## config.mk

```make
export PLATFORM = sky130hd
export DESIGN_NAME = timer_multiplexer_unit
export DESIGN_NICKNAME = d
export VERILOG_FILES = /design/src/rtl/tmux_pkg.sv /design/src/rtl/tmux_ctrl.sv /design/src/rtl/tmux_dp.sv /design/src/rtl/timer_multiplexer_unit.sv
export SDC_FILE = /design/constraint.sdc
export NUM_CORES = 2
export LEC_CHECK = 0
export BUFFER_PORTS_ARGS = -buffer_cell sky130_fd_sc_hd__buf_2
export CORE_MARGIN = 5
export CORE_UTILIZATION = 40
export CTS_BUF_LIST = sky130_fd_sc_hd__clkbuf_4 sky130_fd_sc_hd__clkbuf_8
export DETAILED_ROUTE_END_ITERATION = 7
export GPL_TIMING_DRIVEN = 0
export SLEW_MARGIN = 20
export SYNTH_ARGS = -nofsm -noshare
export SYNTH_HDL_FRONTEND = slang
export SYNTH_HIERARCHICAL = 1
export SYNTH_SLANG_ARGS = --single-unit
```

## constraint.sdc

```tcl
create_clock -name clk -period 11.6 [get_ports clk]
set_clock_uncertainty 0.05 [all_clocks]
set_input_delay 1.16 -clock clk [delete_from_list [all_inputs] [get_ports clk]]
set_output_delay 1.16 -clock clk [all_outputs]
set_load 0.05 [all_outputs]
```

## src/rtl/tmux_pkg.sv

```systemverilog
// Package: types, constants and commands for the timer multiplexer.
package tmux_pkg;

    localparam int TIMERS = 16;
    localparam int SLOT_W = 4;
    localparam int CNT_W = 5;
    localparam logic [31:0] ALL_ONES = 32'hFFFF_FFFF;

    typedef enum logic [2:0] {
        CMD_CREATE = 3'd0,
        CMD_START  = 3'd1,
        CMD_STOP   = 3'd2,
        CMD_SETPER = 3'd3,
        CMD_EXPIRE = 3'd4
    } cmd_t;

    typedef enum logic [2:0] {
        ST_IDLE,
        ST_EXEC,
        ST_WALK,
        ST_FIRE,
        ST_FINAL,
        ST_OUT
    } state_t;

    typedef struct packed {
        logic exec;
        logic walk_first;
        logic walk_step;
        logic fire_mark;
        logic finish;
    } ctrl_t;

    typedef struct packed {
        logic is_expire;
        logic walk_fire;
        logic walk_done;
    } stat_t;

endpackage

```

## src/rtl/tmux_ctrl.sv

```systemverilog
// Controller state machine for the timer multiplexer.
module tmux_ctrl (
    input  logic            clk,
    input  logic            rst_n,
    input  logic            in_valid,
    output logic            in_ready,
    output logic            out_valid,
    input  logic            out_ready,
    output logic            out_last,
    output tmux_pkg::ctrl_t ctrl,
    input  tmux_pkg::stat_t stat
);

    tmux_pkg::state_t state_reg, state_next;

    always_ff @(posedge clk or negedge rst_n)
    begin
        if (!rst_n)
            state_reg <= tmux_pkg::ST_IDLE;
        else
            state_reg <= state_next;
    end

    always_comb
    begin
        state_next = state_reg;
        in_ready = 1'b0;
        out_valid = 1'b0;
        out_last = 1'b0;
        ctrl = '0;
        unique case (state_reg)
            tmux_pkg::ST_IDLE:
            begin
                in_ready = 1'b1;
                if (in_valid)
                    state_next = tmux_pkg::ST_EXEC;
            end
            tmux_pkg::ST_EXEC:
            begin
                if (stat.is_expire)
                begin
                    ctrl.walk_first = 1'b1;
                    state_next = tmux_pkg::ST_WALK;
                end
                else
                begin
                    ctrl.exec = 1'b1;
                    state_next = tmux_pkg::ST_OUT;
                end
            end
            tmux_pkg::ST_WALK:
            begin
                if (stat.walk_fire)
                begin
                    ctrl.fire_mark = 1'b1;
                    state_next = tmux_pkg::ST_FIRE;
                end
                else
                begin
                    ctrl.walk_step = 1'b1;
                    if (stat.walk_done)
                        state_next = tmux_pkg::ST_FINAL;
                end
            end
            tmux_pkg::ST_FIRE:
            begin
                out_valid = 1'b1;
                if (out_ready)
                begin
                    ctrl.walk_step = 1'b1;
                    state_next = stat.walk_done ? tmux_pkg::ST_FINAL : tmux_pkg::ST_WALK;
                end
            end
            tmux_pkg::ST_FINAL:
            begin
                ctrl.finish = 1'b1;
                state_next = tmux_pkg::ST_OUT;
            end
            tmux_pkg::ST_OUT:
            begin
                out_valid = 1'b1;
                out_last = 1'b1;
                if (out_ready)
                    state_next = tmux_pkg::ST_IDLE;
            end
            default: state_next = tmux_pkg::ST_IDLE;
        endcase
    end

endmodule

```

## src/rtl/tmux_dp.sv

```systemverilog
// Datapath: timer table, command execution and expiry walk.
module tmux_dp (
    input  logic                        clk,
    input  logic                        rst_n,
    input  logic                        load,
    input  logic [2:0]                  cmd,
    input  logic [tmux_pkg::SLOT_W-1:0] handle,
    input  logic                        one_shot,
    input  logic [31:0]                 period_ticks,
    input  logic [31:0]                 hw_remaining,
    input  tmux_pkg::ctrl_t             ctrl,
    output tmux_pkg::stat_t             stat,
    output logic                        status,
    output logic [tmux_pkg::SLOT_W-1:0] slot,
    output logic [31:0]                 hw_period,
    output logic                        hw_enable
);

    logic [2:0]                  cmd_reg;
    logic [tmux_pkg::SLOT_W-1:0] hd_reg;
    logic                        shot_reg;
    logic [31:0]                 per_reg, rem_reg;
    logic [tmux_pkg::TIMERS-1:0] created_reg, started_reg, oneshot_reg;
    logic [31:0]                 period_mem [tmux_pkg::TIMERS];
    logic [31:0]                 fire_mem [tmux_pkg::TIMERS];
    logic [31:0]                 hwp_reg;
    logic [tmux_pkg::CNT_W-1:0]  count_reg;
    logic                        en_reg;
    logic                        status_reg;
    logic [tmux_pkg::SLOT_W-1:0] slot_reg, idx_reg;
    logic [31:0]                 min_reg;
    logic                        found_reg;

    logic                        free_found;
    logic [tmux_pkg::SLOT_W-1:0] free_idx;
    logic [31:0]                 cur_fire, cur_per, new_fire;
    logic                        cur_due, cur_keep;

    always_comb
    begin
        free_found = 1'b0;
        free_idx = '0;
        for (int i = tmux_pkg::TIMERS - 1; i >= 0; i--)
        begin
            if (!created_reg[i])
            begin
                free_found = 1'b1;
                free_idx = tmux_pkg::SLOT_W'(i);
            end
        end
    end

    assign cur_fire = fire_mem[idx_reg];
    assign cur_per  = period_mem[idx_reg];
    assign cur_due  = started_reg[idx_reg] && (cur_fire <= hwp_reg);
    assign new_fire = cur_due ? cur_per : cur_fire - hwp_reg;
    assign cur_keep = started_reg[idx_reg] && !(cur_due && oneshot_reg[idx_reg]);

    assign stat.is_expire = (cmd_reg == tmux_pkg::CMD_EXPIRE);
    assign stat.walk_fire = cur_due;
    assign stat.walk_done = (idx_reg == tmux_pkg::SLOT_W'(tmux_pkg::TIMERS - 1));

    assign status    = status_reg;
    assign slot      = slot_reg;
    assign hw_period = hwp_reg;
    assign hw_enable = en_reg;

    always_ff @(posedge clk)
    begin
        if (load)
        begin
            cmd_reg <= cmd;
            hd_reg <= handle;
            shot_reg <= one_shot;
            per_reg <= period_ticks;
            rem_reg <= hw_remaining;
        end
        if (ctrl.exec && cmd_reg == tmux_pkg::CMD_CREATE && free_found)
            period_mem[free_idx] <= per_reg;
        if (ctrl.exec && cmd_reg == tmux_pkg::CMD_SETPER && created_reg[hd_reg]
            && !started_reg[hd_reg] && oneshot_reg[hd_reg])
            period_mem[hd_reg] <= per_reg;
        if (ctrl.exec && cmd_reg == tmux_pkg::CMD_START && created_reg[hd_reg]
            && !started_reg[hd_reg])
            fire_mem[hd_reg] <= (rem_reg > period_mem[hd_reg]) ? period_mem[hd_reg]
                                : period_mem[hd_reg] - rem_reg;
        if (ctrl.walk_step && started_reg[idx_reg])
            fire_mem[idx_reg] <= new_fire;
        if (ctrl.walk_step && cur_keep && (!found_reg || new_fire < min_reg))
            min_reg <= new_fire;
        if (ctrl.walk_first)
        begin
            status_reg <= 1'b0;
            slot_reg <= '0;
        end
        else if (ctrl.fire_mark)
            slot_reg <= idx_reg;
        else if (ctrl.finish)
            slot_reg <= '0;
        if (ctrl.exec)
        begin
            unique case (cmd_reg)
                tmux_pkg::CMD_CREATE:
                begin
                    status_reg <= !free_found;
                    slot_reg <= free_found ? free_idx : '0;
                end
                tmux_pkg::CMD_START:
                begin
                    status_reg <= !(created_reg[hd_reg] && !started_reg[hd_reg]);
                    slot_reg <= hd_reg;
                end
                tmux_pkg::CMD_STOP:
                begin
                    status_reg <= !started_reg[hd_reg];
                    slot_reg <= hd_reg;
                end
                tmux_pkg::CMD_SETPER:
                begin
                    status_reg <= !(created_reg[hd_reg] && !started_reg[hd_reg]
                                    && oneshot_reg[hd_reg]);
                    slot_reg <= hd_reg;
                end
                default:
                begin
                    status_reg <= 1'b1;
                    slot_reg <= '0;
                end
            endcase
        end
    end

    always_ff @(posedge clk or negedge rst_n)
    begin
        if (!rst_n)
        begin
            created_reg <= '0;
            started_reg <= '0;
            oneshot_reg <= '0;
            hwp_reg <= tmux_pkg::ALL_ONES;
            count_reg <= '0;
            en_reg <= 1'b0;
            idx_reg <= '0;
            found_reg <= 1'b0;
        end
        else
        begin
            if (ctrl.exec)
            begin
                unique case (cmd_reg)
                    tmux_pkg::CMD_CREATE:
                        if (free_found)
                        begin
                            created_reg[free_idx] <= 1'b1;
                            started_reg[free_idx] <= 1'b0;
                            oneshot_reg[free_idx] <= shot_reg;
                        end
                    tmux_pkg::CMD_START:
                        if (created_reg[hd_reg] && !started_reg[hd_reg])
                        begin
                            started_reg[hd_reg] <= 1'b1;
                            count_reg <= count_reg + 1'b1;
                            if (rem_reg > period_mem[hd_reg])
                                hwp_reg <= period_mem[hd_reg];
                            if (count_reg == '0)
                                en_reg <= 1'b1;
                        end
                    tmux_pkg::CMD_STOP:
                        if (started_reg[hd_reg])
                        begin
                            started_reg[hd_reg] <= 1'b0;
                            count_reg <= count_reg - 1'b1;
                            if (count_reg == tmux_pkg::CNT_W'(1))
                                en_reg <= 1'b0;
                        end
                    default: ;
                endcase
            end
            if (ctrl.walk_first)
            begin
                en_reg <= 1'b0;
                idx_reg <= '0;
                found_reg <= 1'b0;
            end
            if (ctrl.walk_step)
            begin
                if (cur_due && oneshot_reg[idx_reg])
                begin
                    started_reg[idx_reg] <= 1'b0;
                    count_reg <= count_reg - 1'b1;
                end
                if (cur_keep)
                    found_reg <= 1'b1;
                idx_reg <= idx_reg + 1'b1;
            end
            if (ctrl.finish)
            begin
                if (found_reg)
                    hwp_reg <= min_reg;
                en_reg <= (count_reg != '0);
            end
        end
    end

endmodule

```

## src/rtl/timer_multiplexer_unit.sv

```systemverilog
// Top level of the timer multiplexer.
// Usage:
//   s_axis carries one command beat: cmd, handle, one_shot, period_ticks,
//   hw_remaining packed into tdata from the lowest bit.
//   m_axis carries result beats: tdata holds status, slot, fired, hw_period,
//   hw_enable; tlast marks the final result of a command.
//   Create, start, stop and set period give one result, registered in the
//   EXEC state and offered in OUT; the next command is taken back in IDLE.
//   Expire walks the sixteen slots one a cycle, pausing in the FIRE state at
//   each firing timer and holding there until its beat is taken, then gives
//   the final beat. One command is held at a time; s_axis_tready is low
//   until the last result beat is taken.
//   Reset empties the timer table, sets the hardware period to all ones and
//   clears the enable. A stalled receiver holds the current beat steady.
module timer_multiplexer_unit (
    input  logic        clk,
    input  logic        rst_n,
    input  logic        s_axis_tvalid,
    output logic        s_axis_tready,
    input  logic [71:0] s_axis_tdata,  // cmd, handle, one_shot, period_ticks, hw_remaining
    output logic        m_axis_tvalid,
    input  logic        m_axis_tready,
    output logic [39:0] m_axis_tdata,  // status, slot, fired, hw_period, hw_enable, pad
    output logic        m_axis_tlast
);

    tmux_pkg::ctrl_t ctrl;
    tmux_pkg::stat_t stat;
    logic                        status, hw_enable, fired;
    logic [tmux_pkg::SLOT_W-1:0] slot;
    logic [31:0]                 hw_period;

    tmux_ctrl u_ctrl (
        .clk       (clk),
        .rst_n     (rst_n),
        .in_valid  (s_axis_tvalid),
        .in_ready  (s_axis_tready),
        .out_valid (m_axis_tvalid),
        .out_ready (m_axis_tready),
        .out_last  (m_axis_tlast),
        .ctrl      (ctrl),
        .stat      (stat)
    );

    tmux_dp u_dp (
        .clk          (clk),
        .rst_n        (rst_n),
        .load         (s_axis_tvalid && s_axis_tready),
        .cmd          (s_axis_tdata[2:0]),
        .handle       (s_axis_tdata[6:3]),
        .one_shot     (s_axis_tdata[7]),
        .period_ticks (s_axis_tdata[39:8]),
        .hw_remaining (s_axis_tdata[71:40]),
        .ctrl         (ctrl),
        .stat         (stat),
        .status       (status),
        .slot         (slot),
        .hw_period    (hw_period),
        .hw_enable    (hw_enable)
    );

    assign fired = m_axis_tvalid && !m_axis_tlast;
    assign m_axis_tdata = {1'b0, hw_enable, hw_period, fired, slot, status};

    a_no_overlap: assert property (@(posedge clk) disable iff (!rst_n)
        !(s_axis_tready && m_axis_tvalid))
        else $error("input taken while a result is pending");

    a_fire_disabled: assert property (@(posedge clk) disable iff (!rst_n)
        (m_axis_tvalid && !m_axis_tlast) |-> (!hw_enable && !status))
        else $error("fired beat with enable or error set");

    a_hold: assert property (@(posedge clk) disable iff (!rst_n)
        (m_axis_tvalid && !m_axis_tready) |=> $stable(m_axis_tdata))
        else $error("result changed while stalled");

endmodule

```

==> impl_summary.log <==
INFO  metric finalWeightedCongestion = 0.9355
INFO  metric ir_worst_vdd = 178.8 uV
INFO  metric max_clock_freq = 88.00 MHz
INFO  metric count_of_flip_flops_with_a_built_in_enable_after_synthesis = 1133
INFO  metric met2_wirelength = 101700 um
INFO  metric floorplan.core_area = 156200 um^2
INFO  metric place_hpwl = 155900 um
INFO  metric crit_path_start_kind = register
INFO  metric total_power = 21.47 mW
INFO  metric portBuffers = 117
INFO  metric classification_of_the_worst_slack_hold_path = in2reg
INFO  metric post_synthesis_cell_count = 4139
INFO  metric maximum_number_of_pins_on_one_net_before_global_route_repair = 65
INFO  metric finalWorstPathRequiredPeriod = 11.36 ns
INFO  metric synth_top_cells_by_count = sky130_fd_sc_hd__edfxtp_1, sky130_fd_sc_hd__mux4_2, sky130_fd_sc_hd__nor2_1
INFO  metric max_layer_used = met4
INFO  metric timing.setup.tns = 0 ns
INFO  metric grtUsageTotal = 0.2506
INFO  metric timing.critical_path.arrival = 11.94 ns
INFO  metric worstPathRequired = 12.18 ns
INFO  metric clk_path_buf_depth = 3
INFO  metric drt_first_iter_violations = 5322
INFO  metric routedLengthMet1 = 81820 um
INFO  metric setup.worst_path.class = reg2reg
INFO  metric die_h = 406.3 um
INFO  metric antenna_left = 0
INFO  metric critical_path_peak_fanout = 10
INFO  metric fp.dieArea = 165100 um^2
INFO  metric grt_first_pass_wirelength = 293800 um
INFO  metric synth_flop_cell = sky130_fd_sc_hd__edfxtp_1
INFO  metric ys_warn_count = 6
INFO  metric hold_violations = 0
INFO  metric drt-pass1-iter-count = 6
INFO  metric max-slew-margin-rel = 0.1736
INFO  metric clock-root-buffer = sky130_fd_sc_hd__clkbuf_8
INFO  metric p_per_area = 298.9 nW/um^2
INFO  metric num_rows = 145
INFO  metric library_cell_occupying_the_most_area_in_the_post_synthesis_netlist = sky130_fd_sc_hd__edfxtp_1
INFO  metric dpl-instance-area = 67670 um^2
INFO  metric cts_max_level = 4
INFO  metric pin_count = 119
INFO  metric ys_seq_elements = 1231
INFO  metric cpPeakStageDelay = 0.94 ns
INFO  metric detail_route.vias_per_cell = 6.156
INFO  metric timing.critical_path.to_type = register
INFO  metric worst_pin_slew = 1.240 ns
INFO  metric standby_leakage_power = 26.33 nW
INFO  metric utilization = 0.4597
INFO  metric drv_cap = 0
INFO  metric share_of_synthesized_flip_flops_with_an_asynchronous_set_or_reset = 0.07636
INFO  metric clock_tree_from_tritoncts = done
INFO  metric worst_setup_hold_path_clk_slew = 0.06 ns
INFO  metric number_of_global_route_vias_before_repair = 40920
INFO  metric critPathMostFrequentCell = sky130_fd_sc_hd__buf_2
INFO  metric largest_registers = u_dp/fire_mem x512, u_dp/period_mem x512
INFO  metric yosys-top-cells-area = sky130_fd_sc_hd__edfxtp_1, sky130_fd_sc_hd__mux4_2, sky130_fd_sc_hd__mux2i_1, sky130_fd_sc_hd__a21oi_1, sky130_fd_sc_hd__dfrtp_1
INFO  metric synth.distinct_cells = 107
INFO  metric synthMostInstantiatedCell = sky130_fd_sc_hd__edfxtp_1
INFO  metric crit_slowest_cell = sky130_fd_sc_hd__dfrtp_1
INFO  metric avgRoutedWirePerCell = 31.00 um
INFO  metric yosys.area.top_type_share = 0.5416
INFO  metric fin_area = 71820 um^2
INFO  metric finalNetCount = 4702
INFO  metric run_status = finished, final reports clean
INFO  metric grt_antenna_before_repair = 5
INFO  metric drive_gt1_frac = 0.2894
INFO  metric met3_wirelength = 19320 um
INFO  metric route.vias.total = 41540
INFO  metric syn_area = 62820 um^2
INFO  metric die_width = 406.3 um
INFO  metric syn_avg_cell_area = 15.18 um^2
INFO  metric initial_util = 0.4022
INFO  metric syn_nets = 4320
INFO  metric final_max_slew_viol_count = 0
INFO  metric layout-area-overhead-vs-synth = 14.31%
INFO  metric final.period_utilization = 0.9796
INFO  metric drc = 0
INFO  metric setup_viol = 0
INFO  metric globalRouteOverflowTotal = 0
INFO  metric routed_wl = 209200 um
INFO  metric numCtsBuffers = 204
INFO  metric grt_setup_unrepaired = false
INFO  metric yosysSeqAreaShare = 0.5809
INFO  metric worstSkewPairLatency = 0.96 ns
INFO  metric numClockSinks = 1231
[placed cells by master, fill, tap and decap left out, types with 32 or more instances in the layout]
cell and count:
sky130_fd_sc_hd__a21o_1 40, sky130_fd_sc_hd__a21oi_1 311, sky130_fd_sc_hd__buf_16 35, sky130_fd_sc_hd__buf_2 272
sky130_fd_sc_hd__clkbuf_1 133, sky130_fd_sc_hd__clkbuf_4 72, sky130_fd_sc_hd__clkbuf_8 213, sky130_fd_sc_hd__clkinv_1 42
sky130_fd_sc_hd__dfrtp_1 62, sky130_fd_sc_hd__dfstp_2 32, sky130_fd_sc_hd__edfxtp_1 1133, sky130_fd_sc_hd__ha_1 103
sky130_fd_sc_hd__inv_1 153, sky130_fd_sc_hd__mux2_2 33, sky130_fd_sc_hd__mux2i_1 314, sky130_fd_sc_hd__mux4_2 505
sky130_fd_sc_hd__nand2_1 146, sky130_fd_sc_hd__nand3_1 80, sky130_fd_sc_hd__nor2_1 303, sky130_fd_sc_hd__o21ai_0 91
sky130_fd_sc_hd__o221ai_1 34
[critical path: cells and delay by family, from the launching register on]
| kind | cells | cell delay, ns |
|---|---|---|
| flip-flops | 1 | 0.94 |
| AND/OR/NAND/NOR | 8 | 1.69 |
| buffers and inverters | 10 | 4.78 |
| multiplexers | 1 | 0.50 |
| AO/OA/AOI/OAI | 8 | 2.26 |
| adder cells (fa/ha/maj) | 2 | 0.75 |
[worst paths after layout]
| check | from | slack [ns] | end | depth (start not counted) |
|---|---|---|---|---|
| min reg2reg | u_dp/oneshot_reg[14]$_DFFE_PN0P_ | 0.48 | u_dp/oneshot_reg[14]$_DFFE_PN0P_ | 1 |
| max | u_dp/idx_reg[2]$_DFFE_PN0P_ | 0.24 | u_dp/min_reg[6]$_DFFE_PP_ | 29 |
| max reg2reg | u_dp/idx_reg[2]$_DFFE_PN0P_ | 0.24 | u_dp/min_reg[6]$_DFFE_PP_ | 29 |
| min | s_axis_tdata[71] | 0.32 | u_dp/rem_reg[31]$_DFFE_PP_ | 1 |
| min in group asynchronous | rst_n | 0.61 | u_dp/created_reg[8]$_DFFE_PN0P_ | 2 |
| max in group asynchronous | rst_n | 10.14 | u_dp/hw_period[5]$_DFF_PN1_ | 3 |
[repair_timing]
| item | CTS | global route |
|---|---|---|
| hold buffers | 1 | 0 |
| setup endpoints to repair | 0 | 32 |
| buffers inserted | 0 | 0 |
| hold endpoints to repair | 30 | 0 |
| resized for setup | 0 | 4 |
[per-layer routing]
metal  global-route usage  vias to the layer above
met5                    0                        -
met4              0.07470                        0
met3              0.05271                      336
met2               0.4177                     2235
met1               0.3325                    21740
li1                     -                    17240
[area by class of cell]
class | instances | area (um^2)
fill | 13570 | 84390
sequential | 1231 | 36500
multi-input combinational | 2421 | 24530
clock buffer | 285 | 3472
tap | 2058 | 2575
timing repair buffer | 178 | 1998
buffer | 329 | 1518
clock inverter | 86 | 631.9
inverter | 156 | 588.1
antenna | 4 | 10.01
[power breakdown]
| group | leakage, nW | switching [mW] | total (mW) | internal, mW |
|---|---|---|---|---|
| clock | 2.19 | 1.84 | 3.90 | 2.06 |
| combinational | 12.7 | 7.51 | 11.4 | 3.86 |
| sequential | 11.4 | 0.247 | 6.20 | 5.95 |
[stage by stage]
stage                     instances  setup slack [ns]  hold WS (ns)
after detailed placement       6374           0.07559        0.4626
final                          6748            0.2366        0.3236
after global routing           6746            0.1183        0.2406
after CTS                      6746           0.02976        0.2230
after floorplan                4139             2.194        0.4262
after global placement         6314            -3.590        0.4541
[logic make-up after synthesis]
| logic type | count (synthesis) | synth area share |
|---|---|---|
| flip-flops | 1231 | 0.5809 |
| buffers and inverters | 487 | 0.03306 |
| AND/OR/NAND/NOR | 767 | 0.05730 |
| multiplexers | 856 | 0.2376 |
| other | 1 | 0.00005969 |
| adder cells (fa/ha/maj) | 105 | 0.02115 |
| XOR/XNOR | 43 | 0.005995 |
| AO/OA/AOI/OAI | 649 | 0.06391 |
(Power assumes the default switching activity.)
